### config.mk
export PLATFORM = sky130hd
export DESIGN_NAME = cbm_ctrl
export DESIGN_NICKNAME = d
export VERILOG_FILES = /design/src/hw/rtl/assert_macros.svh /design/src/hw/rtl/cbm_pkg.sv /design/src/hw/rtl/cbm_ctrl.sv
export SDC_FILE = /design/constraint.sdc
export NUM_CORES = 1
export LEC_CHECK = 0
export ABC_AREA = 1
export CAP_MARGIN = 30
export CORE_AREA = 5 5 42 44
export DETAILED_ROUTE_END_ITERATION = 10
export DIE_AREA = 0 0 47 49
export DONT_BUFFER_PORTS = 1
export RECOVER_POWER = 25
export SLEW_MARGIN = 0
export SYNTH_ARGS = -nofsm -noshare
export SYNTH_HDL_FRONTEND = slang
export SYNTH_SLANG_ARGS = --single-unit
### constraint.sdc
create_clock -name clk_i -period 1.7 [get_ports clk_i]
set_clock_uncertainty 0.05 [all_clocks]
set_input_delay 0.085 -clock clk_i [delete_from_list [all_inputs] [get_ports clk_i]]
set_output_delay 0.085 -clock clk_i [all_outputs]
set_load 0.05 [all_outputs]
### src/hw/rtl/assert_macros.svh
// assertion macros for the rtl of the coverage bitmap marker
// depends on nothing; the clock and reset names are passed in or taken from the including scope
`ifndef ASSERT_MACROS_SVH
`define ASSERT_MACROS_SVH

// generic concurrent check with explicit clock and active-low reset
`define ASSERT_IMPL(label, clk, rst_n, prop, msg) \
  label: assert property (@(posedge clk) disable iff (!rst_n) prop) else $error(msg);

// check on the block clock clk_i and reset rst_ni
`define ASSERT_CLK(label, prop, msg) \
  `ASSERT_IMPL(label, clk_i, rst_ni, prop, msg)

`endif

### src/hw/rtl/cbm_pkg.sv
// package of the coverage bitmap marker: widths, action codes, fsm states
// and the command/status structs between controller and datapath; no dependencies
`default_nettype none

package cbm_pkg;

  localparam int ADDR_W          = 48;
  localparam int OPD_W           = 32;
  localparam int TOTAL_W         = 32;
  localparam int MARKS_W         = 3;
  localparam int WORD_W          = 64;
  localparam int BIT_IDX_W       = 6;
  localparam int WINDOW_BITS_DEF = 20;
  localparam int S_TDATA_W       = 120;
  localparam int S_TUSER_W       = 2;
  localparam int M_TDATA_W       = 40;

  typedef enum logic [1:0] {
    ACT_INSTR  = 2'd0,
    ACT_CMP    = 2'd1,
    ACT_BRANCH = 2'd2,
    ACT_CLEAR  = 2'd3
  } action_e;

  typedef enum logic [2:0] {
    ST_INIT,
    ST_IDLE,
    ST_READ,
    ST_TEST,
    ST_CLEAR,
    ST_DONE
  } ctrl_state_e;

  // commands from the controller to the datapath
  typedef struct packed {
    logic load;   // capture the incoming item
    logic rd;     // compute window offset and read the bitmap word
    logic wr;     // test-and-set the bit, step to the next address
    logic sweep;  // zero one bitmap word of the clearing pass
    logic fin;    // move the result into the output register
  } cbm_cmd_t;

  // status from the datapath to the controller
  typedef struct packed {
    logic in_clear;    // incoming item is a clear
    logic in_none;     // incoming item marks no address
    logic rem_last;    // the address under test is the last one
    logic sweep_last;  // clearing pass is at the last word
    logic out_free;    // output register can take a result
  } cbm_sts_t;

endpackage

`default_nettype wire

### src/hw/rtl/cbm_ctrl.sv
// controller of the coverage bitmap marker: sequences init sweep, per-address
// read/test steps, clear sweep and result hand-off; depends on cbm_pkg
`default_nettype none

module cbm_ctrl import cbm_pkg::*; (
  input  wire logic     clk_i,
  input  wire logic     rst_ni,
  input  wire logic     in_valid_i,
  output logic          in_ready_o,
  input  wire cbm_sts_t sts_i,
  output cbm_cmd_t      cmd_o
);

  ctrl_state_e state_q, state_d;

  // state register
  always_ff @(posedge clk_i or negedge rst_ni) begin
    if (!rst_ni) begin
      state_q <= ST_INIT;
    end else begin
      state_q <= state_d;
    end
  end

  // next state and commands
  always_comb begin
    state_d    = state_q;
    cmd_o      = '0;
    in_ready_o = 1'b0;
    unique case (state_q)
      ST_INIT: begin
        cmd_o.sweep = 1'b1;
        if (sts_i.sweep_last) begin
          state_d = ST_IDLE;
        end
      end
      ST_IDLE: begin
        in_ready_o = 1'b1;
        if (in_valid_i) begin
          cmd_o.load = 1'b1;
          priority if (sts_i.in_clear) begin
            state_d = ST_CLEAR;
          end else if (sts_i.in_none) begin
            state_d = ST_DONE;
          end else begin
            state_d = ST_READ;
          end
        end
      end
      ST_READ: begin
        cmd_o.rd = 1'b1;
        state_d  = ST_TEST;
      end
      ST_TEST: begin
        cmd_o.wr = 1'b1;
        state_d  = sts_i.rem_last ? ST_DONE : ST_READ;
      end
      ST_CLEAR: begin
        cmd_o.sweep = 1'b1;
        if (sts_i.sweep_last) begin
          state_d = ST_DONE;
        end
      end
      ST_DONE: begin
        if (sts_i.out_free) begin
          cmd_o.fin = 1'b1;
          state_d   = ST_IDLE;
        end
      end
      default: begin
        state_d = ST_IDLE;
      end
    endcase
  end

endmodule

`default_nettype wire

==> results.cfg <==
[run_status]
outcome = complete, no violations

[synth]
synth_fp_nets = 52
postSynthAreaPerCell_um2 = 5.77
ys_warn_count = 0
ys_seq_elements = 3
synth.distinct_cells = 11
synth_area_leader_cell = dfrtp_1
synth_area_leaders = dfrtp_1 30%, inv_1 16%, nand2_1 16%
syn-cell-area_um2 = 254
seq_area_frac_synth_pct = 29.6
yosysTopAreaCellShare_pct = 29.6
synthCells = 44

[die]
initial_core_util_pct = 18.1
chipHeight_um = 49
die_x_um = 47
die-area_um2 = 2300
ios = 14
num_rows = 14
core_um2 = 1400

[clocking]
postCtsHoldBufs = 1
clockBufferDepth = 2
clk_latency_ps = 230
cts_tree = built
clkSinkCount = 3
path_clk_slew_ps = 40
clockRootBuffer = clkbuf_4
htreeDepth = 1
cts-resized-gates = 0
numCtsBuffers = 3
post_cts_buffers = 0

[timing]
finalSetupViolCount = 0
fin_setup_tns_ps = 0
tightest_slew_ps = 244
fmax_mhz = 709
hold_violations = 0
final_max_slew_viol_count = 0
grt_setup_unrepaired = no
max_slew_margin_pct = 83.7
period_needed_ps = 1410
period_share_pct = 82.9

[finish]
stdcell_count = 71
top_regs = state_q x3
n_antenna_cell = 0
final_nets = 64
largest_reg_flops = 3
area_delta_synth_final_pct = 43.3
final_cell_mix = 11 x inv_1, 11 x nand2_1, 8 x nor2_1, 6 x buf_4
layout-drive-gt1-share_pct = 23.6
largest_register = state_q
fillCellCount = 178

[placed_design]
gp_congestion = 0.754
dp.cells = 66
hpwl_um = 595
port_buffers = 0

[worst_setup_path]
cp-end-kind = output port
reg2reg_depth = 7
path_max_fanout = 4
r2r_start = state_q[2]
worstPathArrival_ps = 1270
reg2reg_to = state_q[2]
path_class = reg2out
r2r_slack_ps = 480
startpoint_type = flop
worst_ep_required_time_ps = 1560

[power_and_ir_drop]
clock_power_share_pct = 15.5
p_sw_share_pct = 56.6
p_seq_share_pct = 18.7
vdd_drop_max_uv = 706
p_per_area_nw_per_um2 = 2210
internal_power_uw = 350
p_switching_uw = 456
p_leak_uw = 0.000211
power_frac_comb_pct = 65.8
finalPower_uw = 806

[route]
vias_per_cell = 4.15
remaining_drc_errors = 0
wl_um = 683
dr.pass1.iters = 3
routedWlPerCell_um = 9.62
ant_nets = 0
drt-initial-drc-count = 1
route.vias.total = 295

[global_routing]
grt_pass1_vias = 293
grt_pass1_wl_um = 1160
grt_max_degree = 8
track_usage_pct = 6.84
overflow = 0
grt_antenna_before_repair = 0

[flow_run]
cap_viol_max_count = 0

[hold_path]
holdPathEnd = state_q[0]
hold_depth = 3
min_from = in_valid_i
hold_path.class = in2reg
[power by group through the flow]
stage	logic, uW	registers [uW]	clock network [uW]
after floorplan	411	142	0
after global placement	529	149	0
after detailed placement	537	151	0
after CTS	543	151	133
after global routing	584	159	141
final	531	151	125
[critical path: stages (launching register included)]
cell and delay (ps):
dfrtp_1 400, inv_1 150, nand2_1 130, nor2_1 150, buf_4 220
[through the flow]
step	hold slack [ps]	area [um^2]	utilization (%)	worst slack [ps]
CTS	13.6	364	26.0	261
detailed placement	-260	328	23.4	468
floorplan	-261	263	-	4.62
global placement	-260	328	23.4	511
global route	27.9	364	26.0	171
finish	10.5	364	26.0	290
[cells by family (layout without fill, tap and decap cells)]
kind of cell,Yosys count,after routing,share of synthesized area (%)
AOI/OAI and AO/OA,4,4,9.36
buffers and inverters,11,22,16.3
and+or+nand+nor,26,26,44.8
DFF,3,3,29.6
[cell usage after synthesis, drive strengths merged]
library cell and instances:
a21oi 2, dfrtp 3, inv 11, nand2 11
nand3 3, nand4 2, nor2 9, nor4 1
o21ai 2
[routing by layer]
metal,share of wire [%],track usage [%]
met5,0,0
met4,0,2.76
met3,11,2.58
met2,50,10.9
met1,39,7.93
[worst max-delay path by stage]
stage          startpoint    endpoint  slack [ps]  cells past startpoint
2_1_floorplan  state_q[2]  state_q[0]           5                      7
3_3_place_gp   state_q[2]  state_q[2]         510                      7
3_5_place_dp   state_q[2]  state_q[2]         470                      7
4_1_cts        state_q[0]    cmd_o[0]         260                      3
5_1_grt        state_q[2]    cmd_o[3]         170                      4
6_report       state_q[2]    cmd_o[3]         290                      4
[cell type report]
class / count / area, um^2 / area share (%)
multi-input cells: 30 / 146 / 40.2
flip-flops and latches: 3 / 75.1 / 20.6
clock buffers: 4 / 26.3 / 7.22
repair buffers: 7 / 55.1 / 15.1
well taps: 16 / 20.0 / 5.50
inverters: 11 / 41.3 / 11.3
No activity file was read; power rests on OpenSTA's default activity.
